`config.mk`:
```
export PLATFORM = sky130hd
export DESIGN_NAME = utf8_validate_and_repair
export DESIGN_NICKNAME = d
export VERILOG_FILES = /design/src/rtl/core/u8vr_pkg.sv /design/src/rtl/core/u8vr_front.sv /design/src/rtl/core/u8vr_queue.sv /design/src/rtl/core/u8vr_back.sv /design/src/rtl/core/utf8_validate_and_repair.sv
export SDC_FILE = /design/constraint.sdc
export NUM_CORES = 1
export LEC_CHECK = 0
export BUFFER_PORTS_ARGS = -buffer_cell sky130_fd_sc_hd__buf_2
export CORE_MARGIN = 2
export CORE_UTILIZATION = 45
export CTS_CLUSTER_SIZE = 12
export DETAILED_ROUTE_END_ITERATION = 8
export PLACE_DENSITY = 0.69
export SLEW_MARGIN = 5
export SYNTH_ARGS = -nofsm -noshare
export SYNTH_HDL_FRONTEND = slang
export SYNTH_SLANG_ARGS = --single-unit
```
`constraint.sdc`:
```
create_clock -name aclk -period 4.9 [get_ports aclk]
set_input_delay 0.98 -clock aclk [delete_from_list [all_inputs] [get_ports aclk]]
set_output_delay 0.98 -clock aclk [all_outputs]
set_load 0.02 [all_outputs]
```
`src/rtl/core/u8vr_pkg.sv`:
```
package u8vr_pkg;

    // replacement character U+FFFD
    localparam logic [7:0] REPL_B0 = 8'hEF;
    localparam logic [7:0] REPL_B1 = 8'hBF;
    localparam logic [7:0] REPL_B2 = 8'hBD;

    // continuation byte pattern
    localparam logic [7:0] CONT_MASK = 8'hC0;
    localparam logic [7:0] CONT_TAG  = 8'h80;

    // default continuation range
    localparam logic [7:0] CONT_LO = 8'h80;
    localparam logic [7:0] CONT_HI = 8'hBF;

    // lead byte boundaries
    localparam logic [7:0] LEAD2_LO = 8'hC2;
    localparam logic [7:0] LEAD2_HI = 8'hDF;
    localparam logic [7:0] LEAD_E0  = 8'hE0;
    localparam logic [7:0] LEAD_ED  = 8'hED;
    localparam logic [7:0] LEAD3_HI = 8'hEF;
    localparam logic [7:0] LEAD_F0  = 8'hF0;
    localparam logic [7:0] LEAD_F4  = 8'hF4;

    // narrowed first-continuation limits
    localparam logic [7:0] E0_LO = 8'hA0;
    localparam logic [7:0] ED_HI = 8'h9F;
    localparam logic [7:0] F0_LO = 8'h90;
    localparam logic [7:0] F4_HI = 8'h8F;

    // sequence lengths
    localparam logic [2:0] LEN_NONE = 3'd0;
    localparam logic [2:0] LEN_2    = 3'd2;
    localparam logic [2:0] LEN_3    = 3'd3;
    localparam logic [2:0] LEN_4    = 3'd4;

    typedef struct packed {
        logic [2:0] len;
        logic [7:0] lo;
        logic [7:0] hi;
    } lead_t;

    // one emission job: rep_cnt replacement characters, then pass_cnt bytes
    typedef struct packed {
        logic [2:0]      rep_cnt;
        logic [2:0]      pass_cnt;
        logic [3:0][7:0] pass_bytes;
        logic            all_valid;
        logic            last;
    } cmd_t;

    // sequence length and first-continuation range of a lead byte
    function automatic lead_t lead_info(input logic [7:0] c);
        lead_t r;
        r.len = LEN_NONE;
        r.lo  = CONT_LO;
        r.hi  = CONT_HI;
        if (c >= LEAD2_LO && c <= LEAD2_HI) begin
            r.len = LEN_2;
        end else if (c == LEAD_E0) begin
            r.len = LEN_3;
            r.lo  = E0_LO;
        end else if (c == LEAD_ED) begin
            r.len = LEN_3;
            r.hi  = ED_HI;
        end else if (c > LEAD_E0 && c <= LEAD3_HI) begin
            r.len = LEN_3;
        end else if (c == LEAD_F0) begin
            r.len = LEN_4;
            r.lo  = F0_LO;
        end else if (c > LEAD_F0 && c < LEAD_F4) begin
            r.len = LEN_4;
        end else if (c == LEAD_F4) begin
            r.len = LEN_4;
            r.hi  = F4_HI;
        end
        return r;
    endfunction

endpackage

```
`src/rtl/core/u8vr_front.sv`:
```
module u8vr_front
    import u8vr_pkg::*;
(
    input  logic       aclk,
    input  logic       aresetn,
    input  logic       s_tvalid,
    output logic       s_tready,
    input  logic [7:0] s_tdata,
    input  logic       s_tlast,
    input  logic       q_full,
    output logic       push,
    output cmd_t       cmd
);

    logic [2:0][7:0] held_reg, held_next;
    logic [1:0]      hcnt_reg, hcnt_next;
    logic [2:0]      exp_reg, exp_next;
    logic            flag_reg, flag_next;

    lead_t lead_b;
    lead_t lead_h;
    logic  fits;
    logic  take;
    logic  accept;

    assign s_tready = !q_full;
    assign accept   = s_tvalid && s_tready;

    // classify the byte against the pending sequence
    always_comb begin
        lead_b    = lead_info(s_tdata);
        lead_h    = lead_info(held_reg[0]);
        held_next = held_reg;
        hcnt_next = hcnt_reg;
        exp_next  = exp_reg;
        flag_next = flag_reg;
        take      = 1'b0;
        fits      = 1'b0;
        cmd       = '0;

        if (hcnt_reg == 2'd0) begin
            take = 1'b1;
        end else begin
            if (hcnt_reg == 2'd1) begin
                fits = (s_tdata >= lead_h.lo) && (s_tdata <= lead_h.hi);
            end else begin
                fits = (s_tdata & CONT_MASK) == CONT_TAG;
            end
            if (!fits) begin
                // broken sequence: replace every held byte
                cmd.rep_cnt = {1'b0, hcnt_reg};
                flag_next   = 1'b0;
                hcnt_next   = 2'd0;
                exp_next    = LEN_NONE;
                take        = 1'b1;
            end else if ({1'b0, hcnt_reg} + 3'd1 >= exp_reg) begin
                // complete sequence passes through
                cmd.pass_cnt = {1'b0, hcnt_reg} + 3'd1;
                for (int k = 0; k < 4; k++) begin
                    if (2'(k) < hcnt_reg && k < 3) begin
                        cmd.pass_bytes[k] = held_reg[k[1:0]];
                    end else begin
                        cmd.pass_bytes[k] = s_tdata;
                    end
                end
                hcnt_next = 2'd0;
                exp_next  = LEN_NONE;
            end else begin
                if (hcnt_reg != 2'd3) begin
                    held_next[hcnt_reg] = s_tdata;
                end
                hcnt_next = hcnt_reg + 2'd1;
            end
        end

        // decode as a new lead
        if (take) begin
            if (!s_tdata[7]) begin
                cmd.pass_cnt      = 3'd1;
                cmd.pass_bytes[0] = s_tdata;
            end else if (lead_b.len == LEN_NONE) begin
                cmd.rep_cnt = cmd.rep_cnt + 3'd1;
                flag_next   = 1'b0;
            end else begin
                held_next[0] = s_tdata;
                hcnt_next    = 2'd1;
                exp_next     = lead_b.len;
            end
        end

        // flush a truncated sequence at end of string
        if (s_tlast && hcnt_next != 2'd0) begin
            cmd.rep_cnt = cmd.rep_cnt + {1'b0, hcnt_next};
            flag_next   = 1'b0;
        end

        cmd.all_valid = flag_next;
        cmd.last      = s_tlast;

        if (s_tlast) begin
            hcnt_next = 2'd0;
            exp_next  = LEN_NONE;
            flag_next = 1'b1;
        end
    end

    assign push = accept && (cmd.rep_cnt != 3'd0 || cmd.pass_cnt != 3'd0);

    // control state
    always_ff @(posedge aclk) begin
        if (!aresetn) begin
            hcnt_reg <= 2'd0;
            exp_reg  <= LEN_NONE;
            flag_reg <= 1'b1;
        end else if (accept) begin
            hcnt_reg <= hcnt_next;
            exp_reg  <= exp_next;
            flag_reg <= flag_next;
        end
    end

    // held bytes of a pending sequence
    always_ff @(posedge aclk) begin
        if (accept) begin
            held_reg <= held_next;
        end
    end

endmodule

```
`src/rtl/core/u8vr_queue.sv`:
```
module u8vr_queue
    import u8vr_pkg::*;
#(
    parameter int DEPTH = 4
) (
    input  logic aclk,
    input  logic aresetn,
    input  logic push,
    input  cmd_t push_cmd,
    output logic full,
    input  logic pop,
    output cmd_t head,
    output logic empty
);

    localparam int PTR_W = (DEPTH > 1) ? $clog2(DEPTH) : 1;
    localparam int CNT_W = $clog2(DEPTH + 1);
    localparam logic [PTR_W-1:0] PTR_LAST = PTR_W'(DEPTH - 1);
    localparam logic [CNT_W-1:0] CNT_FULL = CNT_W'(DEPTH);

    cmd_t             mem [DEPTH];
    logic [PTR_W-1:0] wptr_reg;
    logic [PTR_W-1:0] rptr_reg;
    logic [CNT_W-1:0] cnt_reg;

    assign full  = cnt_reg == CNT_FULL;
    assign empty = cnt_reg == '0;
    assign head  = mem[rptr_reg];

    // pointers and fill count
    always_ff @(posedge aclk) begin
        if (!aresetn) begin
            wptr_reg <= '0;
            rptr_reg <= '0;
            cnt_reg  <= '0;
        end else begin
            if (push) begin
                wptr_reg <= (wptr_reg == PTR_LAST) ? '0 : wptr_reg + 1'b1;
            end
            if (pop) begin
                rptr_reg <= (rptr_reg == PTR_LAST) ? '0 : rptr_reg + 1'b1;
            end
            if (push && !pop) begin
                cnt_reg <= cnt_reg + 1'b1;
            end else if (pop && !push) begin
                cnt_reg <= cnt_reg - 1'b1;
            end
        end
    end

    // entry storage
    always_ff @(posedge aclk) begin
        if (push) begin
            mem[wptr_reg] <= push_cmd;
        end
    end

endmodule

```
`src/rtl/core/u8vr_back.sv`:
```
module u8vr_back
    import u8vr_pkg::*;
(
    input  logic       aclk,
    input  logic       aresetn,
    input  cmd_t       head,
    input  logic       q_empty,
    output logic       pop,
    output logic       m_tvalid,
    input  logic       m_tready,
    output logic [7:0] m_tdata,
    output logic       m_tlast,
    output logic       m_tuser
);

    typedef enum logic [2:0] {
        PH_B0 = 3'b001,
        PH_B1 = 3'b010,
        PH_B2 = 3'b100
    } phase_t;

    phase_t     phase_reg, phase_next;
    logic [2:0] rep_done_reg, rep_done_next;
    logic [1:0] pass_idx_reg, pass_idx_next;

    logic       m_tvalid_reg;
    logic [7:0] m_tdata_reg, m_tdata_next;
    logic       m_tlast_reg;
    logic       m_tuser_reg;

    logic q_valid;
    logic advance;
    logic in_rep;
    logic cmd_end;

    assign q_valid = !q_empty;
    assign advance = q_valid && (!m_tvalid_reg || m_tready);
    assign in_rep  = rep_done_reg < head.rep_cnt;
    assign pop     = advance && cmd_end;

    // select the next byte of the head job
    always_comb begin
        phase_next    = phase_reg;
        rep_done_next = rep_done_reg;
        pass_idx_next = pass_idx_reg;
        m_tdata_next  = head.pass_bytes[pass_idx_reg];
        cmd_end       = 1'b0;
        if (in_rep) begin
            unique case (phase_reg)
                PH_B0: begin
                    m_tdata_next = REPL_B0;
                    phase_next   = PH_B1;
                end
                PH_B1: begin
                    m_tdata_next = REPL_B1;
                    phase_next   = PH_B2;
                end
                PH_B2: begin
                    m_tdata_next  = REPL_B2;
                    phase_next    = PH_B0;
                    rep_done_next = rep_done_reg + 3'd1;
                    cmd_end       = (rep_done_reg + 3'd1 == head.rep_cnt) &&
                                    (head.pass_cnt == 3'd0);
                end
                default: begin
                    m_tdata_next = REPL_B0;
                    phase_next   = PH_B0;
                end
            endcase
        end else begin
            pass_idx_next = pass_idx_reg + 2'd1;
            cmd_end       = ({1'b0, pass_idx_reg} + 3'd1 == head.pass_cnt);
        end
        if (cmd_end) begin
            phase_next    = PH_B0;
            rep_done_next = 3'd0;
            pass_idx_next = 2'd0;
        end
    end

    // progress through the head job
    always_ff @(posedge aclk) begin
        if (!aresetn) begin
            phase_reg    <= PH_B0;
            rep_done_reg <= 3'd0;
            pass_idx_reg <= 2'd0;
        end else if (advance) begin
            phase_reg    <= phase_next;
            rep_done_reg <= rep_done_next;
            pass_idx_reg <= pass_idx_next;
        end
    end

    // output register
    always_ff @(posedge aclk) begin
        if (!aresetn) begin
            m_tvalid_reg <= 1'b0;
        end else if (advance) begin
            m_tvalid_reg <= 1'b1;
        end else if (m_tready) begin
            m_tvalid_reg <= 1'b0;
        end
    end

    always_ff @(posedge aclk) begin
        if (advance) begin
            m_tdata_reg <= m_tdata_next;
            m_tlast_reg <= head.last && cmd_end;
            m_tuser_reg <= head.all_valid;
        end
    end

    assign m_tvalid = m_tvalid_reg;
    assign m_tdata  = m_tdata_reg;
    assign m_tlast  = m_tlast_reg;
    assign m_tuser  = m_tuser_reg;

    // replacement progress never passes the job's count
    a_rep_bound: assert property (@(posedge aclk) disable iff (!aresetn)
        q_valid |-> rep_done_reg <= head.rep_cnt)
        else $error("replacement count overrun");

    // a job with replacements never claims a valid string
    a_rep_flag: assert property (@(posedge aclk) disable iff (!aresetn)
        (q_valid && head.rep_cnt != 3'd0) |-> !head.all_valid)
        else $error("replacement job marked valid");

    // counters sit at their start whenever no job is waiting
    a_idle_clear: assert property (@(posedge aclk) disable iff (!aresetn)
        !q_valid |-> (rep_done_reg == 3'd0 && pass_idx_reg == 2'd0 &&
                      phase_reg == PH_B0))
        else $error("job counters not cleared between jobs");

endmodule

```
`src/rtl/core/utf8_validate_and_repair.sv`:
```
// utf8_validate_and_repair
// s_ channel: one text byte per item in s_tdata, s_tlast on the final byte of
// the string. m_ channel: repaired bytes in m_tdata, m_tlast on the final
// output byte of the string, m_tuser high while the string is well formed so
// far (the value after the input item that caused the byte).
// a complete sequence passes through once its last byte arrives; a byte that
// breaks a sequence turns every held byte into EF BF BD and is decoded again.
// the front decoder takes one item per cycle while the queue has room and
// queues a job for each item that yields bytes (QUEUE_DEPTH entries); the back
// end emits that job's bytes, up to 12, one byte per cycle unless m_tready
// stalls it. an accepted item's job is written to the queue, then its first
// byte to the output register. throughput: one item per cycle while each yields
// at most one byte and m_tready is high; input stalls only once the queue fills.
// a stall on m_tready holds the output register; the queue keeps absorbing
// items until full, then s_tready drops.
// reset (aresetn low, synchronous) empties the queue, drops any pending
// sequence and sets the valid flag; after each final byte the same state
// returns for the next string.
module utf8_validate_and_repair
    import u8vr_pkg::*;
#(
    parameter int QUEUE_DEPTH = 4
) (
    input  logic       aclk,
    input  logic       aresetn,
    input  logic       s_tvalid,
    output logic       s_tready,
    input  logic [7:0] s_tdata,   // in_byte
    input  logic       s_tlast,
    output logic       m_tvalid,
    input  logic       m_tready,
    output logic [7:0] m_tdata,   // out_byte
    output logic       m_tlast,
    output logic       m_tuser    // text_valid
);

    logic push;
    cmd_t push_cmd;
    logic q_full;
    logic pop;
    cmd_t head;
    logic q_empty;

    // decode and classify
    u8vr_front u_front (
        .aclk     (aclk),
        .aresetn  (aresetn),
        .s_tvalid (s_tvalid),
        .s_tready (s_tready),
        .s_tdata  (s_tdata),
        .s_tlast  (s_tlast),
        .q_full   (q_full),
        .push     (push),
        .cmd      (push_cmd)
    );

    // job queue
    u8vr_queue #(
        .DEPTH (QUEUE_DEPTH)
    ) u_queue (
        .aclk     (aclk),
        .aresetn  (aresetn),
        .push     (push),
        .push_cmd (push_cmd),
        .full     (q_full),
        .pop      (pop),
        .head     (head),
        .empty    (q_empty)
    );

    // byte emission
    u8vr_back u_back (
        .aclk     (aclk),
        .aresetn  (aresetn),
        .head     (head),
        .q_empty  (q_empty),
        .pop      (pop),
        .m_tvalid (m_tvalid),
        .m_tready (m_tready),
        .m_tdata  (m_tdata),
        .m_tlast  (m_tlast),
        .m_tuser  (m_tuser)
    );

endmodule

```
==> flow_summary_export.csv, run 1 <==
group,metric,value,unit
synth,ys_seq_area_share,65.28,%
drt,vias,5497,
floorplan,dieArea,22660,µm²
global_route,grt_pass1_wl,30.35,mm
worst_setup_path,worstSetupPathDepth,21,
drt,wl,19.04,mm
worst_hold_path,hold_class,"register to register",
final_layout,largest_reg_flops,160,
worst_setup_path,max_stage_delay,0.47,ns
cts,cts_hold_buf,0,
timing,whs,0.4855,ns
placed_design,place.port_buffers,24,
worst_setup_path,critPathArrivalTime,5.29,ns
synth,syn_inst,611,
timing,fin_tns_setup,0,ns
timing,slew_violations,0,
drt,viasPerCell,5.626,
floorplan,core,21020,µm²
cts,cts_max_level,1,
synth,synth_cell_types,63,
drt,drt_iter0_markers,419,
global_route,grt_overflow,0,
power_and_ir_drop,p_total,5.050,mW
power_and_ir_drop,ir_drop,249.0,µV
floorplan,initial_core_util,45.96,%
worst_setup_path,required,5.33,ns
drt,wl_per_cell,19.49,µm
status,status,"completed",
placed_design,hpwl,12.20,mm
floorplan,num_io_pins,25,
cts,cts_root_buf,"clkbuf_16",
final_layout,antenna_cells,0,
global_route,grt_pass1_vias,5705,
power_and_ir_drop,leakage,3.953,nW
final_layout,most-common-layout-cells,"194 x edfxtp_1, 49 x buf_4, 48 x mux4_2",
worst_setup_path,slowest_stage,"fa_1",
placed_design,place_ws,-0.3456,ns
cts,cts_buffer_depth,3,
final_layout,utilization,53.92,%
timing,hold_viol,0,
timing,worst_pin_slew,0.6918,ns
worst_setup_path,crit_path_frequent_cell,"and2_4",
cts,cts_buffers,23,
worst_setup_path,critical_path_peak_fanout,4,
global_route,antenna_found_initial,0,
final_layout,drive_above_1_share,29.20,%
timing,fin_crit,4.859,ns
floorplan,rows,53,
worst_setup_path,cp-start-kind,"register",
synth,ys_ff_latch,218,
power_and_ir_drop,p_per_area,445.5,nW/µm²
final_layout,syn2layout_area_growth,17.33,%
synth,yosys_most_used_dff,"edfxtp_1",
final_layout,nets,732,
timing,post-route-period-util,99.16,%
floorplan,die_h,150.5,µm
cts,cts.clk_slew.worst_paths,0.06,ns
drt,first_pass_iters,5,
timing,relSlewSlack,53.82,%
global_route,grt.total_usage,17.42,%
final_layout,final_common_cell,"edfxtp_1",
cts,worstSkewPairLatency,0.50,ns
synth,syn_area,9661,µm²
timing,setup_violations,0,
cts,tritoncts,"built",
worst_setup_path,rr_worst_depth,21,
drt,ant_nets,0,
placed_design,place_congestion,0.9237,
run,maxCapViolations,0,
floorplan,die_w,150.5,µm
timing,worst_slack,0.04095,ns
worst_setup_path,path_cells,"and4b_1 -> and2_4 -> and3_1 -> ha_1 -> nand4_1 -> o211ai_2 -> a31oi_4 -> and2_4 -> ha_1 -> a32oi_2 -> fa_1 -> nand2b_1 -> a31oi_2 -> and2_4 -> a21oi_4 -> ha_4 -> inv_2 -> fa_2 -> xor2_1 -> or3_1 -> a21boi_1",
worst_setup_path,end_kind,"register",
synth,synth_edf_count,194,
global_route,grt_max_degree,41,
timing,rsz0062_at_grt,"yes",
timing,skew,0.008447,ns
synth,yosys_warnings,0,
worst_setup_path,crit_family,"adder cells",
cts,cts.sinks,218,
worst_setup_path,path_buf_inv,1,
worst_hold_path,min_path_cells,2,
worst_setup_path,worstSetupPathType,"register to register",
timing,fmax,205.8,MHz
synth,syn_area_per_cell,15.81,µm²
synth,async_reset_ff_share,0,%
drt,drc,0,
[tightest hold or removal path: cells and delay by family (launching register included)]
kind	cells	cell delay (ns)
AND/OR/NAND/NOR	1	0.05
AO/OA/AOI/OAI	1	0.06
flip-flops	1	0.32
[layout make-up]
| class | count | area, µm² |
|---|---|---|
| clock inverter | 6 | 107.6 |
| tap | 275 | 344.1 |
| inverter | 23 | 86.33 |
| multi-input combinational | 348 | 3301 |
| sequential | 218 | 6309 |
| fill | 1609 | 9687 |
| timing repair buffer | 78 | 579.3 |
| clock buffer | 29 | 608.1 |
[cell usage after synthesis, types with 7 or more instances]
cell / number / area (µm²)
edfxtp_1: 194 / 5826
mux4_2: 48 / 1081
nor2_1: 42 / 157.7
nand2_1: 40 / 150.1
ha_1: 25 / 312.8
dfxtp_1: 24 / 480.5
inv_1: 23 / 86.33
and2_1: 20 / 125.1
mux2i_1: 20 / 200.2
o21ai_0: 20 / 100.1
clkbuf_1: 12 / 45.04
nand3_1: 11 / 55.05
nor2b_1: 11 / 68.82
nand2b_1: 8 / 50.05
a21boi_0: 7 / 52.55
[logic make-up after synthesis]
| logic type | after synthesis | share of synthesized area, % |
|---|---|---|
| other | 1 | 0.03882 |
| muxes | 73 | 13.85 |
| buffers and inverters | 48 | 2.007 |
| AOI/OAI and AO/OA | 70 | 5.349 |
| and+or+nand+nor | 165 | 8.820 |
| DFF | 218 | 65.28 |
| adders and majority gates | 27 | 3.652 |
| xor gates and xnor gates | 9 | 1.010 |
[repair_timing]
| action | in CTS | in global routing |
|---|---|---|
| pin swaps | 14 | 19 |
| setup endpoints to repair | 1 | 109 |
| buffers inserted | 8 | 3 |
| gates resized for setup | 13 | 15 |
| hold endpoints to repair | 0 | 0 |
[through the flow]
| stage | std cells | instance area [µm²] |
|---|---|---|
| final | 977 | 11330 |
| after floorplan | 614 | 9684 |
| after detailed placement | 931 | 10420 |
| after global placement | 931 | 10420 |
| after CTS | 974 | 11250 |
| after global routing | 977 | 11330 |
[path summary, 6_finish.rpt]
| path | startpoint | endpoint | slack, ns |
|---|---|---|---|
| worst max-delay path | u_front.held_reg[6] | u_queue.cnt_reg[2] | 0.04 |
| worst min register to register | u_back.m_tvalid | u_back.m_tvalid | 0.49 |
| worst min-delay path | u_back.m_tvalid | u_back.m_tvalid | 0.49 |
| worst max register to register | u_front.held_reg[6] | u_queue.cnt_reg[2] | 0.04 |
[layer usage]
layer  vias up  part of all wire (%)  track usage (%)  routed length (µm)
li1       2512                     -                -                   -
met1      2821                    43            22.72                8134
met2       136                    51            30.70                9697
met3        28                   4.7            2.788                 899
met4         0                   1.6            4.057                 312
met5         -                     0                0                   0
[power by group]
part           total (mW)  switching (mW)  internal, mW
sequential           2.36          0.0956          2.27
clock                1.66           0.640          1.02
combinational        1.03           0.560         0.466
No activity file was read; power rests on OpenSTA's default activity.
==> run 2: changes to the inputs <==
--- a/config.mk
+++ b/config.mk
@@ -11,6 +11,7 @@
 export CTS_CLUSTER_SIZE = 12
 export DETAILED_ROUTE_END_ITERATION = 8
 export PLACE_DENSITY = 0.69
+export SETUP_SLACK_MARGIN = 0.1
 export SLEW_MARGIN = 5
 export SYNTH_ARGS = -nofsm -noshare
 export SYNTH_HDL_FRONTEND = slang
==> flow_summary_export.csv, run 2 (synthesized netlist as in run 1, its figures left out) <==
group,metric,value,unit
worst_setup_path,slowest_stage,"fa_1",
timing,hold_viol,0,
worst_setup_path,required,5.33,ns
cts,cts.clk_slew.worst_paths,0.06,ns
cts,cts_max_level,1,
global_route,grt.total_usage,17.40,%
cts,cts_buffer_depth,3,
cts,tritoncts,"built",
worst_setup_path,worst_r2r_startpoint,"u_front.held_reg[1]",
final_layout,final_common_cell,"edfxtp_1",
power_and_ir_drop,p_total,4.911,mW
worst_hold_path,hold_start,"u_front.exp_reg[1]",
placed_design,place_ws,-0.3777,ns
global_route,grt_pass1_vias,5656,
floorplan,die_w,150.5,µm
floorplan,dieArea,22660,µm²
floorplan,die_h,150.5,µm
cts,cts_hold_buf,0,
worst_hold_path,min_path_cells,2,
global_route,grt_pass1_wl,30.49,mm
run,maxCapViolations,0,
worst_setup_path,cp-start-kind,"register",
floorplan,rows,53,
cts,cts_buffers,23,
timing,whs,0.4827,ns
placed_design,place.port_buffers,24,
final_layout,largest_reg_flops,160,
floorplan,core,21020,µm²
worst_setup_path,crit_path_start,"u_front.held_reg[1]",
status,status,"finished with violations",
power_and_ir_drop,p_per_area,437.9,nW/µm²
worst_setup_path,rr_worst_depth,22,
drt,first_pass_iters,5,
placed_design,hpwl,12.35,mm
power_and_ir_drop,leakage,3.865,nW
drt,drc,0,
floorplan,num_io_pins,25,
worst_setup_path,worstSetupPathType,"register to register",
global_route,grt_max_degree,41,
timing,relSlewSlack,52.31,%
final_layout,syn2layout_area_growth,16.10,%
drt,vias,5423,
drt,viasPerCell,5.591,
timing,worst_slack,-0.07931,ns
worst_setup_path,end_kind,"register",
cts,worstSkewPairLatency,0.51,ns
worst_setup_path,critPathArrivalTime,5.41,ns
drt,drt_iter0_markers,469,
final_layout,fill_cells,1619,
drt,ant_nets,0,
timing,rsz0062_at_grt,"yes",
final_layout,fin_cells,970,
worst_setup_path,critical_path_peak_fanout,4,
drt,wl,19.43,mm
global_route,grt_overflow,0,
worst_setup_path,crit_path_frequent_cell,"and2_4",
timing,worst_pin_slew,0.7144,ns
final_layout,most-common-layout-cells,"194 x edfxtp_1, 48 x mux4_2, 41 x buf_4",
cts,cts.sinks,218,
worst_setup_path,path_cells,"and4b_1 -> and2_4 -> nand2_2 -> nor2_2 -> ha_1 -> nor4bb_4 -> a211o_2 -> a31oi_4 -> and2_4 -> ha_4 -> a32oi_2 -> fa_1 -> nand2b_1 -> a31oi_2 -> and2_4 -> a21oi_4 -> ha_4 -> inv_2 -> fa_2 -> xor2_1 -> or3_1 -> a21boi_1",
worst_setup_path,max_stage_delay,0.47,ns
placed_design,dp.cells,926,
drt,wl_per_cell,20.03,µm
global_route,antenna_found_initial,0,
floorplan,initial_core_util,45.96,%
final_layout,drive_above_1_share,28.20,%
timing,post-route-period-util,101.6,%
timing,fin_crit,4.979,ns
power_and_ir_drop,ir_drop,271.7,µV
timing,skew,0.01034,ns
status,violations,"setup timing",
final_layout,antenna_cells,0,
final_layout,nets,724,
timing,fmax,200.8,MHz
placed_design,place_congestion,0.9603,
worst_hold_path,hold_class,"register to register",
cts,cts_root_buf,"clkbuf_16",
timing,setup_violations,1,
timing,slew_violations,0,
run 2: cell types whose count changed in the layout (fill, tap and decap cells not counted), moves of 2 or more:
cell and change:
buf_4 -8, bufinv_16 -3, clkinv_1 +2, clkinvlp_4 +2
run 2: cell type report:
type / count / area (µm²) / share of cell area [%]
Multi-Input combinational cell: 348 / 3308 / 29.50
Tap cell: 275 / 344.1 / 3.068
Sequential cell: 218 / 6309 / 56.25
Clock buffer: 29 / 598.1 / 5.332
Clock inverter: 7 / 51.30 / 0.4574
Timing Repair Buffer: 70 / 519.2 / 4.630
Inverter: 23 / 86.33 / 0.7697
run 2: final timing paths:
kind	to	slack, ns
hold / removal	u_front.exp_reg[1]	0.48
setup reg to reg	u_queue.cnt_reg[2]	-0.08
setup / recovery	u_queue.cnt_reg[2]	-0.08
hold reg to reg	u_front.exp_reg[1]	0.48
run 2: metrics by stage:
stage	setup TNS, ns	util, %	area [µm²]
after floorplan	0	-	9687
after global routing	-0.2330	53.35	11220
after global placement	-0.09596	49.40	10390
after detailed placement	-0.3777	49.40	10390
after CTS	-0.03490	52.97	11140
final	-0.07931	53.35	11220
run 2: timing repair:
| action | CTS | global route |
|---|---|---|
| gates resized for setup | 15 | 11 |
| setup endpoints to repair | 1 | 2 |
| pin swaps | 9 | 15 |
| buffers inserted | 5 | 3 |
run 2: worst max-delay path, delay by kind of cell, from the launching register on:
kind	cells	cell delay, ns
AND/OR/NAND/NOR	9	1.59
buffers and inverters	1	0.03
AO/OA/AOI/OAI	6	1.26
XOR/XNOR	1	0.18
flip-flops	1	0.41
adder cells (fa/ha/maj)	5	1.42
run 2: per-layer routing:
metal | vias to the layer above | track usage, % | part of all wire, %
li1 | 2497 | - | -
met1 | 2774 | 23.23 | 43
met2 | 129 | 30.16 | 52
met3 | 23 | 2.152 | 3.5
met4 | 0 | 4.858 | 1.4
met5 | - | 0 | 0
run 2: power by group:
part	internal, mW	leakage (nW)	switching, mW
combinational	0.457	1.49	0.562
sequential	2.27	2.07	0.103
clock	0.861	0.309	0.662
==> run 3: changes to the inputs <==
--- a/config.mk
+++ b/config.mk
@@ -5,8 +5,8 @@
 export SDC_FILE = /design/constraint.sdc
 export NUM_CORES = 1
 export LEC_CHECK = 0
-export BUFFER_PORTS_ARGS = -buffer_cell sky130_fd_sc_hd__buf_2
-export CORE_MARGIN = 2
+export BUFFER_PORTS_ARGS = -buffer_cell sky130_fd_sc_hd__clkbuf_2
+export CORE_MARGIN = 8
 export CORE_UTILIZATION = 45
 export CTS_CLUSTER_SIZE = 12
 export DETAILED_ROUTE_END_ITERATION = 8
==> flow_summary_export.csv, run 3 (synthesized netlist as in run 1, its figures left out) <==
group,metric,value,unit
final_layout,fill_cells,1658,
global_route,grt_pass1_vias,5718,
global_route,grt_overflow,0,
power_and_ir_drop,ir_drop,229.2,µV
worst_setup_path,end_kind,"register",
timing,fin_crit,4.709,ns
placed_design,place_ws,-0.2262,ns
floorplan,die_h,162.5,µm
final_layout,most-common-layout-cells,"194 x edfxtp_1, 48 x mux4_2, 42 x buf_4",
timing,worst_slack,0.1912,ns
final_layout,final_common_cell,"edfxtp_1",
timing,whs,0.4906,ns
timing,worst_pin_slew,0.6730,ns
global_route,grt_pass1_wl,31.11,mm
power_and_ir_drop,intPower,3.690,mW
final_layout,seqCellArea,6309,µm²
drt,viasPerCell,5.642,
worst_setup_path,worst_r2r_startpoint,"u_front.held_reg[1]",
worst_hold_path,min_to,"u_back.rep_done_reg[0]",
placed_design,hpwl,13.04,mm
cts,cts_buffer_depth,3,
floorplan,die_w,162.5,µm
power_and_ir_drop,power.net_switching,1.332,mW
worst_setup_path,cp-start-kind,"register",
status,status,"completed",
drt,vias,5490,
worst_setup_path,critPathArrivalTime,5.15,ns
final_layout,largest_reg_flops,160,
floorplan,dieArea,26410,µm²
drt,drt_iter0_markers,395,
timing,slew_violations,0,
worst_setup_path,critical_path_peak_fanout,3,
timing,rsz0062_at_grt,"yes",
drt,first_pass_iters,5,
power_and_ir_drop,p_comb_share,20.6,%
worst_setup_path,worstSetupPathType,"register to register",
drt,wl_per_cell,20.20,µm
placed_design,place.port_buffers,24,
power_and_ir_drop,leakage,3.773,nW
drt,drc,0,
final_layout,syn2layout_area_growth,17.23,%
power_and_ir_drop,p_clk_share,32.0,%
cts,cts.sinks,218,
timing,fmax,212.4,MHz
run,maxCapViolations,0,
final_layout,drive_above_1_share,28.22,%
timing,hold_viol,0,
worst_hold_path,min_path_cells,2,
global_route,grt_max_degree,41,
drt,ant_nets,0,
timing,relSlewSlack,55.07,%
worst_hold_path,hold_class,"register to register",
cts,cts_max_level,1,
cts,cts_root_buf,"clkbuf_16",
cts,cts.clk_slew.worst_paths,0.06,ns
cts,cts_buffers,23,
floorplan,rows,53,
floorplan,core,21020,µm²
final_layout,antenna_cells,0,
floorplan,num_io_pins,25,
power_and_ir_drop,p_seq_share,47.4,%
final_layout,multi_input_area,3311,µm²
final_layout,utilization,53.87,%
drt,wl,19.65,mm
global_route,grt.total_usage,14.91,%
cts,tritoncts,"built",
worst_hold_path,hold_start,"u_back.rep_done_reg[0]",
timing,skew,0.01197,ns
timing,post-route-period-util,96.10,%
worst_setup_path,ff2ff_setup_slack,0.19,ns
cts,worstSkewPairLatency,0.51,ns
worst_setup_path,rr_worst_depth,22,
worst_setup_path,required,5.34,ns
placed_design,place_congestion,0.9074,
global_route,antenna_found_initial,0,
worst_setup_path,r2r_end,"u_queue.cnt_reg[2]",
power_and_ir_drop,p_per_area,443.5,nW/µm²
final_layout,nets,728,
power_and_ir_drop,switching_share,26.53,%
floorplan,initial_core_util,45.96,%
timing,setup_violations,0,
run 3: worst max-delay path, stage by stage, from the launching register on:
cell	delay, ns
edfxtp_1	0.37
and4b_1	0.30
and2_4	0.16
nand2_1	0.06
nor2_2	0.12
ha_1	0.23
nor4bb_4	0.16
a211o_2	0.33
a31oi_4	0.19
and2_4	0.18
ha_4	0.21
a32oi_4	0.25
fa_1	0.46
nand2b_1	0.10
a31oi_2	0.09
and2_4	0.17
a21oi_4	0.15
ha_4	0.16
inv_2	0.04
fa_2	0.32
xor2_1	0.15
or3_1	0.30
a21boi_1	0.12
run 3: cell type report:
cell class | count | area share [%]
sequential | 218 | 55.71
multi-input combinational | 348 | 29.23
clock buffer | 31 | 5.524
timing repair buffer | 74 | 5.182
tap | 275 | 3.038
inverter | 23 | 0.7623
clock inverter | 4 | 0.5524
run 3: power groups by stage:
stage / registers, mW / clock network (mW) / logic [mW]
after floorplan: 2.42 / 0 / 0.665
after global placement: 2.40 / 0 / 0.980
after detailed placement: 2.42 / 0 / 1.01
after CTS: 2.38 / 1.63 / 1.03
after global routing: 2.41 / 1.71 / 1.13
final: 2.38 / 1.61 / 1.03
run 3: how the worst max path moves through the flow:
stage                        start                  to  slack, ns  depth (start not counted)
2_1_floorplan           s_tdata[4]  u_queue.cnt_reg[2]       0.11                         19
5_1_grt        u_front.held_reg[6]  u_queue.cnt_reg[2]      -0.03                         25
4_1_cts        u_front.held_reg[1]  u_queue.cnt_reg[2]       0.11                         22
3_5_place_dp            s_tdata[5]  u_queue.cnt_reg[2]      -0.23                         19
3_3_place_gp            s_tdata[4]  u_queue.cnt_reg[2]      -0.06                         20
6_report       u_front.held_reg[1]  u_queue.cnt_reg[2]       0.19                         22
run 3: metrics by stage:
stage	setup TNS, ns	instance area, µm²	std cells	power, mW
floorplan	0	9687	614	3.085
global placement	-0.05824	10450	930	3.381
detailed placement	-0.2262	10450	930	3.428
CTS	0	11240	972	5.043
global route	-0.03233	11320	973	5.251
finish	0	11320	973	5.022
run 3: layer usage:
metal / GRT usage [%] / vias to the layer above / part of all wire (%)
met2: 26.27 / 167 / 50
met5: 0 / - / 0
met4: 3.914 / 0 / 1.3
met1: 18.89 / 2801 / 42
met3: 2.250 / 22 / 5.7
li1: - / 2500 / -
run 3: repair_timing:
action                                 4_1_cts  5_1_grt
setup endpoints to repair                    1      144
gates resized for setup                     10       17
endpoints found under the hold margin        0        0
buffers inserted                             7        1
hold buffers                                 0        0
pin swaps                                   18        7
